$ cat src/mlq_pkg.sv
// Shared types and constants for the multilevel FIFO queue.
// Holds field widths, command and status codes, FSM states and the
// control/status structs between controller and datapath. No dependencies.
package mlq_pkg;

  localparam int CMD_W  = 2;
  localparam int LVL_W  = 2;
  localparam int DATA_W = 32;
  localparam int STAT_W = 2;
  localparam int LEN_W  = 5;
  localparam int CFG_W  = 3;

  localparam logic [CFG_W-1:0] LVL_CNT_RST = 3'd4;

  localparam logic [CMD_W-1:0] CMD_ENQ = 2'd0;
  localparam logic [CMD_W-1:0] CMD_DEQ = 2'd1;
  localparam logic [CMD_W-1:0] CMD_LEN = 2'd2;

  localparam logic [STAT_W-1:0] ST_OK    = 2'd0;
  localparam logic [STAT_W-1:0] ST_BAD   = 2'd1;
  localparam logic [STAT_W-1:0] ST_FULL  = 2'd2;
  localparam logic [STAT_W-1:0] ST_EMPTY = 2'd3;

  typedef enum logic [1:0] {
    S_IDLE,
    S_EXEC,
    S_RESP
  } state_t;

  typedef struct packed {
    logic load_in;
    logic exec;
    logic load_out;
  } ctrl_cmd_t;

  typedef struct packed {
    logic out_busy;
  } dp_stat_t;

endpackage

$ cat src/mlq_ifs.sv
// Valid/ready channel interfaces for the multilevel FIFO queue:
// request, response and configuration write. Depends on mlq_pkg.
interface mlq_in_if;
  import mlq_pkg::*;
  logic              valid;
  logic              ready;
  logic [CMD_W-1:0]  command;
  logic [LVL_W-1:0]  level;
  logic [DATA_W-1:0] item_value;
  modport source (output valid, command, level, item_value, input ready);
  modport sink   (input valid, command, level, item_value, output ready);
endinterface

interface mlq_out_if;
  import mlq_pkg::*;
  logic              valid;
  logic              ready;
  logic [STAT_W-1:0] status;
  logic [LVL_W-1:0]  found_level;
  logic [DATA_W-1:0] item_out;
  logic [LEN_W-1:0]  length;
  modport source (output valid, status, found_level, item_out, length, input ready);
  modport sink   (input valid, status, found_level, item_out, length, output ready);
endinterface

interface mlq_cfg_if;
  import mlq_pkg::*;
  logic             valid;
  logic             ready;
  logic [CFG_W-1:0] data;
  modport source (output valid, data, input ready);
  modport sink   (input valid, data, output ready);
endinterface

$ cat src/mlq_ctrl.sv
// Controller FSM of the multilevel FIFO queue: sequences accept, execute
// and response load. Depends on mlq_pkg.
module mlq_ctrl (
  input  logic               clk,
  input  logic               rst_n,
  input  logic               in_valid,
  output logic               in_ready,
  input  mlq_pkg::dp_stat_t  stat,
  output mlq_pkg::ctrl_cmd_t cmd
);
  import mlq_pkg::*;

  state_t state_r, state_nxt;
  logic   accept;

  always_ff @(posedge clk) begin
    if (!rst_n) begin
      state_r <= S_IDLE;
    end else begin
      state_r <= state_nxt;
    end
  end

  always_comb begin
    state_nxt = state_r;
    in_ready  = 1'b0;
    cmd       = '0;
    case (state_r)
      S_IDLE: begin
        in_ready = 1'b1;
        if (in_valid) begin
          state_nxt = S_EXEC;
        end
      end
      S_EXEC: begin
        cmd.exec  = 1'b1;
        state_nxt = S_RESP;
      end
      S_RESP: begin
        // hand off the result and take the next request in the same cycle
        if (!stat.out_busy) begin
          cmd.load_out = 1'b1;
          in_ready     = 1'b1;
          state_nxt    = in_valid ? S_EXEC : S_IDLE;
        end
      end
      default: begin
        state_nxt = S_IDLE;
      end
    endcase
    accept      = in_valid && in_ready;
    cmd.load_in = accept;
  end

endmodule

$ cat src/mlq_dpath.sv
// Datapath of the multilevel FIFO queue: level register, per-level head and
// count, rotating non-empty pick, entry memory and output register.
// Depends on mlq_pkg.
module mlq_dpath #(
  parameter int MAX_LEVELS = 4,
  parameter int DEPTH      = 16,
  parameter int ITEM_WIDTH = 32
) (
  input  logic                       clk,
  input  logic                       rst_n,
  input  mlq_pkg::ctrl_cmd_t         cmd,
  output mlq_pkg::dp_stat_t          stat,
  input  logic [mlq_pkg::CMD_W-1:0]  in_command,
  input  logic [mlq_pkg::LVL_W-1:0]  in_level,
  input  logic [mlq_pkg::DATA_W-1:0] in_item_value,
  input  logic                       cfg_valid,
  input  logic [mlq_pkg::CFG_W-1:0]  cfg_data,
  output logic                       out_valid,
  input  logic                       out_ready,
  output logic [mlq_pkg::STAT_W-1:0] out_status,
  output logic [mlq_pkg::LVL_W-1:0]  out_found_level,
  output logic [mlq_pkg::DATA_W-1:0] out_item_out,
  output logic [mlq_pkg::LEN_W-1:0]  out_length
);
  import mlq_pkg::*;

  localparam int CfgMax  = (1 << CFG_W) - 1;
  localparam int LvlLim  = (MAX_LEVELS < CfgMax) ? MAX_LEVELS : CfgMax;
  localparam int LIW     = (MAX_LEVELS > 1) ? $clog2(MAX_LEVELS) : 1;
  localparam int HW      = (DEPTH > 1) ? $clog2(DEPTH) : 1;
  localparam int CW      = $clog2(DEPTH + 1);
  localparam int Entries = MAX_LEVELS * DEPTH;
  localparam int AW      = (Entries > 1) ? $clog2(Entries) : 1;

  logic [CFG_W-1:0]      level_count_r;
  logic [CMD_W-1:0]      cmd_r;
  logic [LVL_W-1:0]      lvl_r;
  logic [ITEM_WIDTH-1:0] item_r;
  logic [HW-1:0]         head_r  [MAX_LEVELS];
  logic [CW-1:0]         count_r [MAX_LEVELS];
  logic [ITEM_WIDTH-1:0] mem     [Entries];
  logic [ITEM_WIDTH-1:0] rd_r;
  logic [STAT_W-1:0]     status_r;
  logic [LVL_W-1:0]      found_r;
  logic [LEN_W-1:0]      len_r;
  logic                  deq_ok_r;
  logic                  out_valid_r;
  logic [STAT_W-1:0]     out_status_r;
  logic [LVL_W-1:0]      out_found_r;
  logic [DATA_W-1:0]     out_item_r;
  logic [LEN_W-1:0]      out_len_r;

  logic [CFG_W-1:0]      n_lvl;
  logic                  bad;
  logic [MAX_LEVELS-1:0] nonempty;
  logic                  found;
  logic [LIW-1:0]        pick_q;
  logic [LIW-1:0]        tgt;
  logic [HW-1:0]         head_t;
  logic [CW-1:0]         cnt_t;
  logic [CW:0]           tail_sum;
  logic [HW-1:0]         slot;
  logic [AW-1:0]         addr;
  logic                  enq_ok;
  logic                  deq_ok;
  logic [STAT_W-1:0]     status_nxt;
  logic [LVL_W-1:0]      found_nxt;
  logic [LEN_W-1:0]      len_nxt;

  always_ff @(posedge clk) begin
    if (!rst_n) begin
      level_count_r <= LVL_CNT_RST;
    end else if (cfg_valid) begin
      level_count_r <= cfg_data;
    end
  end

  always_ff @(posedge clk) begin
    if (cmd.load_in) begin
      cmd_r  <= in_command;
      lvl_r  <= in_level;
      item_r <= ITEM_WIDTH'(in_item_value);
    end
  end

  always_comb begin
    n_lvl = (int'(level_count_r) > LvlLim) ? CFG_W'(LvlLim) : level_count_r;
    bad   = (cmd_r != CMD_ENQ && cmd_r != CMD_DEQ && cmd_r != CMD_LEN) ||
            (n_lvl == '0) || (CFG_W'(lvl_r) >= n_lvl);
    for (int i = 0; i < MAX_LEVELS; i++) begin
      nonempty[i] = (count_r[i] != '0);
    end
  end

  // Rotating pick: first non-empty level at or after the start, wrapping at n.
  always_comb begin
    logic [CFG_W:0] qk;
    found  = 1'b0;
    pick_q = '0;
    for (int k = LvlLim - 1; k >= 0; k--) begin
      qk = (CFG_W + 1)'(lvl_r) + (CFG_W + 1)'(k);
      if (qk >= (CFG_W + 1)'(n_lvl)) begin
        qk = qk - (CFG_W + 1)'(n_lvl);
      end
      if (k < int'(n_lvl)) begin
        if (nonempty[LIW'(qk)]) begin
          found  = 1'b1;
          pick_q = LIW'(qk);
        end
      end
    end
  end

  always_comb begin
    tgt      = (cmd_r == CMD_DEQ) ? pick_q : LIW'(lvl_r);
    head_t   = head_r[tgt];
    cnt_t    = count_r[tgt];
    tail_sum = (CW + 1)'(head_t) + (CW + 1)'(cnt_t);
    if (tail_sum >= (CW + 1)'(DEPTH)) begin
      tail_sum = tail_sum - (CW + 1)'(DEPTH);
    end
    slot   = (cmd_r == CMD_DEQ) ? head_t : HW'(tail_sum);
    addr   = AW'(int'(tgt) * DEPTH + int'(slot));
    enq_ok = !bad && (cmd_r == CMD_ENQ) && (item_r != '0) && (cnt_t < CW'(DEPTH));
    deq_ok = !bad && (cmd_r == CMD_DEQ) && found;

    status_nxt = ST_OK;
    found_nxt  = '0;
    len_nxt    = '0;
    if (bad) begin
      status_nxt = ST_BAD;
    end else begin
      case (cmd_r)
        CMD_ENQ: begin
          if (item_r == '0) begin
            status_nxt = ST_BAD;
          end else if (!enq_ok) begin
            status_nxt = ST_FULL;
          end
        end
        CMD_DEQ: begin
          if (found) begin
            found_nxt = LVL_W'(pick_q);
          end else begin
            status_nxt = ST_EMPTY;
          end
        end
        CMD_LEN: begin
          len_nxt = LEN_W'(cnt_t);
        end
        default: begin
          status_nxt = ST_BAD;
        end
      endcase
    end
  end

  always_ff @(posedge clk) begin
    if (cmd.exec) begin
      if (enq_ok) begin
        mem[addr] <= item_r;
      end
      rd_r <= mem[addr];
    end
  end

  always_ff @(posedge clk) begin
    if (!rst_n) begin
      for (int i = 0; i < MAX_LEVELS; i++) begin
        head_r[i]  <= '0;
        count_r[i] <= '0;
      end
    end else if (cmd.exec) begin
      if (enq_ok) begin
        count_r[tgt] <= cnt_t + CW'(1);
      end else if (deq_ok) begin
        count_r[tgt] <= cnt_t - CW'(1);
        head_r[tgt]  <= (head_t == HW'(DEPTH - 1)) ? '0 : head_t + HW'(1);
      end
    end
  end

  always_ff @(posedge clk) begin
    if (cmd.exec) begin
      status_r <= status_nxt;
      found_r  <= found_nxt;
      len_r    <= len_nxt;
      deq_ok_r <= deq_ok;
    end
  end

  always_ff @(posedge clk) begin
    if (!rst_n) begin
      out_valid_r <= 1'b0;
    end else if (cmd.load_out) begin
      out_valid_r <= 1'b1;
    end else if (out_ready) begin
      out_valid_r <= 1'b0;
    end
  end

  always_ff @(posedge clk) begin
    if (cmd.load_out) begin
      out_status_r <= status_r;
      out_found_r  <= found_r;
      out_item_r   <= deq_ok_r ? DATA_W'(rd_r) : '0;
      out_len_r    <= len_r;
    end
  end

  assign stat.out_busy   = out_valid_r && !out_ready;
  assign out_valid       = out_valid_r;
  assign out_status      = out_status_r;
  assign out_found_level = out_found_r;
  assign out_item_out    = out_item_r;
  assign out_length      = out_len_r;

endmodule

$ cat src/multilevel_fifo_queue_core.sv
// Top level of the multilevel FIFO queue: one FIFO per priority level.
// Depends on mlq_pkg, the channel interfaces, mlq_ctrl and mlq_dpath.
//
// Usage:
//   in_req  : request channel (command, level, item_value); a request is taken
//             when valid and ready are both high at a rising clk edge.
//   out_rsp : one response per request (status, found_level, item_out, length).
//   cfg_wr  : write of level_count, always ready; write only while idle.
// Timing: a request is taken, executed in the next cycle (one entry memory
//   access plus the rotating pick over the non-empty flags), and its
//   response goes via S_RESP into the output register once that register is
//   free. A new request is taken in the same cycle as that load, so a new
//   request is only taken after the previous one has been executed.
// Stall: while a response sits unconsumed in the output register, the next
//   request is still taken and executed; it then waits until the output
//   register frees up, and in_req.ready stays low meanwhile.
// Reset (rst_n low, synchronous): all levels empty, heads at zero,
//   level_count = 4. Entry memory is not cleared; only written slots reach item_out.
module multilevel_fifo_queue_core #(
  parameter int MAX_LEVELS = 4,
  parameter int DEPTH      = 16,
  parameter int ITEM_WIDTH = 32
) (
  input  logic      clk,
  input  logic      rst_n,
  mlq_in_if.sink    in_req,
  mlq_out_if.source out_rsp,
  mlq_cfg_if.sink   cfg_wr
);
  import mlq_pkg::*;

  ctrl_cmd_t ctl_cmd;
  dp_stat_t  dp_stat;

  // configuration writes are registered directly and never stall
  assign cfg_wr.ready = 1'b1;

  mlq_ctrl u_ctrl (
    .clk      (clk),
    .rst_n    (rst_n),
    .in_valid (in_req.valid),
    .in_ready (in_req.ready),
    .stat     (dp_stat),
    .cmd      (ctl_cmd)
  );

  mlq_dpath #(
    .MAX_LEVELS (MAX_LEVELS),
    .DEPTH      (DEPTH),
    .ITEM_WIDTH (ITEM_WIDTH)
  ) u_dpath (
    .clk             (clk),
    .rst_n           (rst_n),
    .cmd             (ctl_cmd),
    .stat            (dp_stat),
    .in_command      (in_req.command),
    .in_level        (in_req.level),
    .in_item_value   (in_req.item_value),
    .cfg_valid       (cfg_wr.valid),
    .cfg_data        (cfg_wr.data),
    .out_valid       (out_rsp.valid),
    .out_ready       (out_rsp.ready),
    .out_status      (out_rsp.status),
    .out_found_level (out_rsp.found_level),
    .out_item_out    (out_rsp.item_out),
    .out_length      (out_rsp.length)
  );

  // every taken request is executed in the very next cycle
  a_exec_follows: assert property (@(posedge clk) disable iff (!rst_n)
    ctl_cmd.load_in |=> ctl_cmd.exec)
    else $error("request taken without execute cycle");

  // no request is taken while one is being executed
  a_no_take_in_exec: assert property (@(posedge clk) disable iff (!rst_n)
    ctl_cmd.exec |-> !in_req.ready)
    else $error("request taken during execute");

  // a failed response carries no item and no level
  a_fail_clean: assert property (@(posedge clk) disable iff (!rst_n)
    (out_rsp.valid && out_rsp.status != ST_OK) |->
      (out_rsp.item_out == '0 && out_rsp.found_level == '0 && out_rsp.length == '0))
    else $error("failed response with payload");

  // the output register is only reloaded once it is free
  a_load_free: assert property (@(posedge clk) disable iff (!rst_n)
    ctl_cmd.load_out |-> (!out_rsp.valid || out_rsp.ready))
    else $error("response overwritten");

endmodule
$ cat src/flat_wrapper.sv
// flat-port wrapper written by rule: the top's interface ports become plain ports
module multilevel_fifo_queue_core_flat import mlq_pkg::*;
#(
  parameter int MAX_LEVELS = 4,
  parameter int DEPTH      = 16,
  parameter int ITEM_WIDTH = 32
)
  (clk, rst_n, in_req_valid, in_req_command, in_req_level, in_req_item_value, in_req_ready, out_rsp_valid, out_rsp_status, out_rsp_found_level, out_rsp_item_out, out_rsp_length, out_rsp_ready, cfg_wr_valid, cfg_wr_data, cfg_wr_ready);
  mlq_in_if in_req_i ();
  mlq_out_if out_rsp_i ();
  mlq_cfg_if cfg_wr_i ();
  input  logic clk;
  input  logic rst_n;
  input wire logic [$bits(in_req_i.valid)-1:0] in_req_valid;
  input wire logic [$bits(in_req_i.command)-1:0] in_req_command;
  input wire logic [$bits(in_req_i.level)-1:0] in_req_level;
  input wire logic [$bits(in_req_i.item_value)-1:0] in_req_item_value;
  output wire logic [$bits(in_req_i.ready)-1:0] in_req_ready;
  output wire logic [$bits(out_rsp_i.valid)-1:0] out_rsp_valid;
  output wire logic [$bits(out_rsp_i.status)-1:0] out_rsp_status;
  output wire logic [$bits(out_rsp_i.found_level)-1:0] out_rsp_found_level;
  output wire logic [$bits(out_rsp_i.item_out)-1:0] out_rsp_item_out;
  output wire logic [$bits(out_rsp_i.length)-1:0] out_rsp_length;
  input wire logic [$bits(out_rsp_i.ready)-1:0] out_rsp_ready;
  input wire logic [$bits(cfg_wr_i.valid)-1:0] cfg_wr_valid;
  input wire logic [$bits(cfg_wr_i.data)-1:0] cfg_wr_data;
  output wire logic [$bits(cfg_wr_i.ready)-1:0] cfg_wr_ready;
  assign in_req_i.valid = in_req_valid;
  assign in_req_i.command = in_req_command;
  assign in_req_i.level = in_req_level;
  assign in_req_i.item_value = in_req_item_value;
  assign in_req_ready = in_req_i.ready;
  assign out_rsp_valid = out_rsp_i.valid;
  assign out_rsp_status = out_rsp_i.status;
  assign out_rsp_found_level = out_rsp_i.found_level;
  assign out_rsp_item_out = out_rsp_i.item_out;
  assign out_rsp_length = out_rsp_i.length;
  assign out_rsp_i.ready = out_rsp_ready;
  assign cfg_wr_i.valid = cfg_wr_valid;
  assign cfg_wr_i.data = cfg_wr_data;
  assign cfg_wr_ready = cfg_wr_i.ready;
  multilevel_fifo_queue_core #(.MAX_LEVELS(MAX_LEVELS), .DEPTH(DEPTH), .ITEM_WIDTH(ITEM_WIDTH)) u_core (.clk(clk), .rst_n(rst_n), .in_req(in_req_i), .out_rsp(out_rsp_i), .cfg_wr(cfg_wr_i));
endmodule
$ cat config.mk
export PLATFORM = sky130hd
export DESIGN_NAME = multilevel_fifo_queue_core_flat
export DESIGN_NICKNAME = d
export VERILOG_FILES = /design/src/mlq_pkg.sv /design/src/mlq_ifs.sv /design/src/mlq_ctrl.sv /design/src/mlq_dpath.sv /design/src/multilevel_fifo_queue_core.sv /design/src/flat_wrapper.sv
export SDC_FILE = /design/constraint.sdc
export NUM_CORES = 2
export LEC_CHECK = 0
export ABC_AREA = 1
export BUFFER_PORTS_ARGS = -buffer_cell sky130_fd_sc_hd__buf_4
export CORE_UTILIZATION = 30
export CTS_CLUSTER_SIZE = 10
export DETAILED_ROUTE_END_ITERATION = 10
export HOLD_SLACK_MARGIN = 0.02
export PLACE_DENSITY = 0.51
export REMOVE_ABC_BUFFERS = 1
export SLEW_MARGIN = 20
export SYNTH_ARGS = -nofsm -noshare
export SYNTH_HDL_FRONTEND = slang
export SYNTH_SLANG_ARGS = --single-unit
export TNS_END_PERCENT = 30
$ cat constraint.sdc
create_clock -name clk -period 6.75 [get_ports clk]
set_clock_uncertainty 0.15 [all_clocks]
set_input_delay 1.35 -clock clk [delete_from_list [all_inputs] [get_ports clk]]
set_output_delay 1.35 -clock clk [all_outputs]
set_load 0.03 [all_outputs]
After elaboration in Yosys (flattened, before gate mapping)
Memories as Yosys holds them, arrays and structs flattened. A register that Yosys moved wholly into a read port is not among the register bits.
Index checks and enable logic that the tools add are counted.
{"block": "op_classes", "muxes": 65, "n_lt_le_gt_ge": 16, "add_sub_neg": 13, "eq_ne": 9, "n_reduce_logical": 29, "bitwise_logic": 4}
{"operator": "$mux 2", "n": 20}
{"operator": "$logic_not 32->1", "n": 1}
{"operator": "$reduce_bool 32->1", "n": 1}
{"operator": "$mux 1", "n": 31}
{"operator": "$reduce_bool 5->1", "n": 4}
{"operator": "$mux 4", "n": 4}
{"operator": "$lt 2x3->1 const B", "n": 4}
{"operator": "$pmux 2 s3", "n": 2}
{"operator": "$mux 5", "n": 2}
{"operator": "$ge 3x3->1", "n": 3}
{"operator": "$logic_and 1x1->1", "n": 9}
{"operator": "$bmux 1 s2", "n": 4}
{"operator": "$sub 2x2->2", "n": 4}
{"operator": "$add 2x2->3 const B", "n": 2}
{"operator": "$add 4x5->6", "n": 1}
{"operator": "$add 6x4->6", "n": 1}
{"operator": "$ge 2x3->1", "n": 2}
{"operator": "$ge 6x5->1 const B", "n": 1}
{"operator": "$lt 1x3->1 const A", "n": 2}
{"operator": "$lt 2x3->1 const A", "n": 2}
{"operator": "$ne 2x2->1 const B", "n": 3}
{"operator": "$add 5x1->5 const B", "n": 1}
{"operator": "$lt 5x5->1 const B", "n": 1}
{"operator": "$reduce_or 5->1", "n": 1}
{"operator": "other kinds (22)", "n": 30}
{"block": "totals", "in_bits": 44, "mem_count": 3, "ff_bits": 93, "ramBits": 2084, "word_cells": 153, "output_inout_bits": 44}
{"name": "u_core.u_dpath.mem", "depth": 64, "word_bits": 32, "rd": 1, "rd_ports_with_merged_regs": 1, "wr": 1, "line_no": "mlq_dpath.sv:41", "source": "logic [ITEM_WIDTH-1:0] mem [Entries];"}
{"name": "u_core.u_dpath.count_r", "depth": 4, "word_bits": 5, "rd": 5, "rd_ports_with_merged_regs": 0, "wr": 4, "line_no": "mlq_dpath.sv:40", "source": "logic [CW-1:0] count_r [MAX_LEVELS];"}
{"name": "u_core.u_dpath.head_r", "depth": 4, "word_bits": 4, "rd": 1, "rd_ports_with_merged_regs": 0, "wr": 4, "line_no": "mlq_dpath.sv:39", "source": "logic [HW-1:0] head_r [MAX_LEVELS];"}

Depth between registers and ports, before layout
An unclocked memory read counts as a cell.
{"block": "depth", "word_depth": 25, "ltp_mapped": 43, "ltp_nobuf": 40}

Modules after synthesis
Synthesis repeated with hierarchy kept, for this count alone.
{"block": "hier_totals", "cells_unflattened": 8334, "hier_area_um2": 91784.3}
{"module": "mlq_dpath", "n_inst": 1, "area_each_um2": 91655.4, "cells_per_inst": 8315, "seq_area_each_um2": 66233.5}
{"module": "mlq_ctrl", "n_inst": 1, "area_each_um2": 117.6, "cells_per_inst": 17, "seq_area_each_um2": 40.0}
{"module": "multilevel_fifo_queue_core", "n_inst": 1, "area_each_um2": 11.3, "cells_per_inst": 2, "seq_area_each_um2": 0.0}

Least setup slack after synthesis
No wires, ideal clock.
{"block": "synth_path", "kind": "register to register", "from": "reg u_core.u_dpath.lvl_r[0]", "to": "mem u_core.u_dpath.mem[11][0], enable pin", "synth_period_minus_slack_ns": 7.036, "path_stages_with_launch": 37, "setup_slack_ns": -0.286, "t_arrival_ns": 6.465, "cell_sequence": "edfxtp_1 -> inv_1 -> ha_1 -> ha_1 -> nand2_1 -> nor2_2 -> nor2_4 -> nand2_4 -> nand2_1 -> inv_1 -> nor2_1 -> nand3_2 -> nand2_2 -> nor2_2 -> nand3_1 -> nand2_1 -> nand2_1 -> nand2_2 -> nand3_4 -> nand2_4 -> buf_6 -> nor2_4 -> clkinv_1 -> o221ai_2 -> ha_1 -> inv_1 -> fa_1 -> or2_2 -> a21oi_1 -> inv_1 -> nand2_2 -> nand2_1 -> inv_2 -> buf_6 -> buf_2 -> nand3_1 -> nor2_1"}
{"block": "synth_between", "elab_chain_cells": 20}
{"item": "start: declaration", "line_no": "mlq_dpath.sv:37", "source": "logic [LVL_W-1:0] lvl_r;"}
{"item": "start signal: assignment", "line_no": "mlq_dpath.sv:81", "source": "lvl_r <= in_level;"}
{"item": "$add 2x2->3", "line_no": "mlq_dpath.sv:101", "source": "qk = (CFG_W + 1)'(lvl_r) + (CFG_W + 1)'(k);"}
{"item": "$ge 3x3->1 or $sub 2x2->2 (tied branches)", "line_no": "mlq_dpath.sv:102, mlq_dpath.sv:103"}
{"item": "$mux 2", "line_no": "mlq_dpath.sv:102", "source": "if (qk >= (CFG_W + 1)'(n_lvl)) begin"}
{"item": "$bmux 1 s2", "line_no": "mlq_dpath.sv:106", "source": "if (nonempty[LIW'(qk)]) begin"}
{"item": "$mux 1 (not written as such)", "line_no": "mlq_dpath.sv:106"}
{"item": "$mux 2", "line_no": "mlq_dpath.sv:106"}
{"item": "$mux 2", "line_no": "mlq_dpath.sv:105", "source": "if (k < int'(n_lvl)) begin"}
{"item": "$mux 2", "line_no": "mlq_dpath.sv:106"}
{"item": "(+5 left out)"}
{"item": "$mux 2 (*)", "line_no": "mlq_dpath.sv:115", "source": "tgt = (cmd_r == CMD_DEQ) ? pick_q : LIW'(lvl_r);"}
{"item": "$mem_v2 4x5 (*)"}
{"item": "net u_core.u_dpath.cnt_t[0]", "line_no": "mlq_dpath.sv:60", "source": "logic [CW-1:0] cnt_t;"}
{"item": "$add 4x5->6 or $lt 5x5->1 (tied branches)", "line_no": "mlq_dpath.sv:118, mlq_dpath.sv:124"}
{"item": "$ge 6x5->1, or another cell as far along", "line_no": "mlq_dpath.sv:119", "source": "if (tail_sum >= (CW + 1)'(DEPTH)) begin"}
{"item": "$mux 4 or $mux 1 (tied branches)", "line_no": "mlq_dpath.sv:119, mlq_dpath.sv:160"}
{"item": "$mux 4 or $mux 1 (tied branches)", "line_no": "mlq_dpath.sv:122, mlq_dpath.sv:159"}
{"item": "$add 6x4->6 or $mux 1 (tied branches)", "line_no": "mlq_dpath.sv:123, mlq_dpath.sv:161"}
{"item": "end: declaration", "line_no": "mlq_dpath.sv:41"}
Mark *: on every way through the listed nets, which the timed path passes. The rest lies on a longest branch. The select of a mux whose other input is x is not followed.

Worst setup path after layout
{"block": "layout_path", "from": "reg u_core.u_dpath.lvl_r[1]", "to": "reg u_core.u_dpath.rd_r[8], read port of u_core.u_dpath.mem (data pin)"}
{"block": "layout_between", "elab_chain_cells": 20}
{"item": "$add 2x2->3", "line_no": "mlq_dpath.sv:101"}
{"item": "$ge 3x3->1 or $sub 2x2->2 (tied branches)", "line_no": "mlq_dpath.sv:102, mlq_dpath.sv:103"}
{"item": "$mux 2", "line_no": "mlq_dpath.sv:102"}
{"item": "$bmux 1 s2", "line_no": "mlq_dpath.sv:106"}
{"item": "$mux 1 (not written as such)", "line_no": "mlq_dpath.sv:106"}
{"item": "$mux 2", "line_no": "mlq_dpath.sv:106"}
{"item": "$mux 2", "line_no": "mlq_dpath.sv:105"}
{"item": "$mux 2", "line_no": "mlq_dpath.sv:106"}
{"item": "(+5 left out)"}
{"item": "$mux 2 (*)", "line_no": "mlq_dpath.sv:115"}
{"item": "$mem_v2 4x5 (*)"}
{"item": "net u_core.u_dpath.cnt_t[0]", "line_no": "mlq_dpath.sv:60"}
{"item": "$add 4x5->6 (*)", "line_no": "mlq_dpath.sv:118", "source": "tail_sum = (CW + 1)'(head_t) + (CW + 1)'(cnt_t);"}
{"item": "$ge 6x5->1 or $sub 4x1->4 (tied branches)", "line_no": "mlq_dpath.sv:119, mlq_dpath.sv:120"}
{"item": "$mux 4 (*)", "line_no": "mlq_dpath.sv:119"}
{"item": "$mux 4 (*)", "line_no": "mlq_dpath.sv:122", "source": "slot = (cmd_r == CMD_DEQ) ? head_t : HW'(tail_sum);"}
{"item": "$add 6x4->6 (*)", "line_no": "mlq_dpath.sv:123", "source": "addr = AW'(int'(tgt) * DEPTH + int'(slot));"}
{"item": "end: declaration", "line_no": "mlq_dpath.sv:42", "source": "logic [ITEM_WIDTH-1:0] rd_r;"}
Marked as above.
A chain may end at the register's enable or synchronous reset.

==> results.cfg <==
[floorplanning]
ioPinCount = 88
core_area_um2 = 303000
fp.dieW_um = 555
rows = 202
die_area_um2 = 308000
initial_core_util_pct = 30.2
fp.dieH_um = 555

[placement]
numPortBuffers = 86
dp.cells = 12400
gp_congestion = 0.838
dp_hpwl_mm = 181
placed_area_um2 = 101000

[sta]
fin_crit_ns = 6.54
report.final.slew_viol_count = 0
hold_violations = 0
tightest_slew_ns = 1.02
fin_setup_tns_ns = 0
min_period_over_period_pct = 96.9
max_slew_margin_pct = 31.8
hold_ws_ns = 0.268
clock.fmax_mhz = 153
setup_viol = 0

[critical_path]
r2r_cells = 39
criticalPathCategory = flop to flop
crit_path_end_kind = flop
cpPeakStageDelay_ns = 0.40
critPathArrivalTime_ns = 7.06
start_kind = flop
critical_path_required_ns = 7.26
crit_fanout = 30
crit_top_cell = nand2_1
worst_path_max_delay_cell = nor2_2

[layout]
fin_area_um2 = 109000
nFillCells = 29700
multiInputGateArea_um2 = 23600
drive_above_1_share_pct = 11.4
seq_area_um2 = 66300
fin_nets = 8757
area_delta_synth_final_pct = 18.4
stdcell_count = 12800

[drt]
drt_iter0_drc = 6895
avgViaCountPerCell = 4.97
routed_wl_mm = 304
vias = 63400
drcViolationCount = 0
post_drt_wl_per_cell_um = 23.8
firstDrtPassIters = 8
ant_nets = 0

[clock_network]
cts_tree = done
clk_pin_slew_ns = 0.06
clkLatencyLatePin_ns = 0.94
tritoncts.num_buffers = 279
h-tree-depth = 5
root_buffer = clkbuf_16
cts.sinks = 2209
cts-hold-fix-buffers = 0
ctsLongestPathBuffers = 4

[global_routing]
grt_max_degree = 92
first_global_vias = 60700
grt-ovfl-total = 0
grt_use_total_pct = 19.4
grt_pass1_wl_mm = 438
grt_antenna_before_repair = 15

[logic_synthesis]
synth_edf_count = 2203
synth_cells = 8344
synth.most_common_cell = nand2_1
yosysWarnings = 0
synth.cell_area_um2 = 91700
ys_async_sr_fraction_pct = 0
synth_ff_type = edfxtp_1
synth_area_per_cell_um2 = 11.0
ys_top_cells_by_area = edfxtp_1 72%, nand2_1 17%, nand3_1 4.2%, o21ai_1 1.3%, buf_2 1.1%
synth_cell_type_count = 46
ys_ff_latch = 2209
synth_top_area_share_pct = 72.2
synth_common_cells = 4,193 x nand2_1, 2,203 x edfxtp_1, 777 x nand3_1
ys_seq_area_share_pct = 72.3
yosys.area.top_type = edfxtp_1

[power_and_ir_drop]
p_per_area_nw_per_um2 = 338
irDropWorstVdd_mv = 0.310
power_mw = 36.7
p_leak_nw = 42.7

[min_path]
hold_depth = 0
min_path_type = flop to flop

[outcome]
status = completed

[run]
maxCapViolations = 0
==> report_power, final <==
part / leakage [nW] / internal (mW) / switching [mW]
clock network: 3.65 / 7.54 / 5.40
logic: 19.1 / 2.44 / 5.96
registers: 19.9 / 15.3 / 0.0873
total: 42.7 / 25.2 / 11.4
==> sequential cells by signal, indices dropped and copies added, names as in the netlist, 3 cells and up <==
| register | cells |
|---|---|
| u_core.u_dpath.count_r | 20 |
| u_core.u_dpath.head_r | 16 |
| u_core.u_dpath.item_r | 32 |
| u_core.u_dpath.len_r | 5 |
| u_core.u_dpath.level_count_r | 3 |
| u_core.u_dpath.mem | 2048 |
| u_core.u_dpath.out_item_out | 32 |
| u_core.u_dpath.out_length | 5 |
| u_core.u_dpath.rd_r | 32 |
==> placed cells by master, fill, tap and decap left out, types with 12 or more instances in the layout <==
master,count
a21oi_1,12
o21ai_1,236
diode_2,15
inv_1,95
inv_2,20
clkbuf_1,51
nand2_1,4184
ha_1,15
clkinv_1,15
clkbuf_16,286
nor2_1,112
buf_12,141
nand3_1,777
edfxtp_1,2203
nor2_4,89
o21ai_0,21
buf_4,375
nand2_2,19
==> cells by family (layout without fill, tap and decap cells) <==
| logic type | count (synthesis) | after routing | share of synthesized area (%) |
|---|---|---|---|
| and+or+nand+nor | 5238 | 5239 | 22.8 |
| AOI/OAI and AO/OA | 299 | 299 | 1.71 |
| adders and majority gates | 20 | 20 | 0.289 |
| DFF | 2209 | 2209 | 72.3 |
| xor gates and xnor gates | 7 | 7 | 0.0669 |
| other | 1 | 16 | 0.00409 |
| buffers and inverters | 570 | 999 | 2.84 |
==> layout make-up <==
class | instances | area share [%]
repair buffers | 519 | 5.24
diodes | 15 | 0.0346
clock buffers | 336 | 6.75
multi-input cells | 5566 | 21.7
clock inverters | 26 | 0.166
well taps | 3978 | 4.59
flip-flops and latches | 2209 | 61.1
inverters | 118 | 0.415
==> routing by layer <==
| metal | vias up | GRT usage, % | part of all wire, % |
|---|---|---|---|
| li1 | 28800 | - | - |
| met1 | 31700 | 27.2 | 44 |
| met2 | 2479 | 31.4 | 47 |
| met3 | 451 | 2.34 | 6.7 |
| met4 | 2 | 5.43 | 2.6 |
| met5 | - | 0 | 0.0043 |
==> worst max-delay path: cells and delay by family (launching register included) <==
kind | cells | cell delay [ns]
fa+ha+maj | 4 | 1.21
flops | 1 | 0.38
buf+inv | 8 | 1.01
compound gates | 4 | 0.78
simple gates | 23 | 2.74
==> final timing paths <==
path / from / slack (ns) / to
max reg2reg: u_core.u_dpath.lvl_r[1] / 0.21 / u_core.u_dpath.rd_r[8]
min: u_core.u_dpath.len_r[1] / 0.27 / u_core.u_dpath.out_length[1]
max: u_core.u_dpath.lvl_r[1] / 0.21 / u_core.u_dpath.rd_r[8]
min reg2reg: u_core.u_dpath.len_r[1] / 0.27 / u_core.u_dpath.out_length[1]
==> per-stage QoR <==
step / setup slack, ns / utilization (%)
after floorplan: -25.75 / -
after global placement: -0.628 / 33.2
after detailed placement: -0.583 / 33.2
after CTS: -0.141 / 35.7
after global routing: -0.0296 / 35.8
final: 0.207 / 35.8
==> timing repair <==
action,in CTS,in global routing
gates resized for setup,13,49
pin swaps,1,11
cloned,0,2
hold endpoints to repair,0,0
setup endpoints to repair,9,1856
setup buffers,0,6
(Power assumes the default switching activity.)
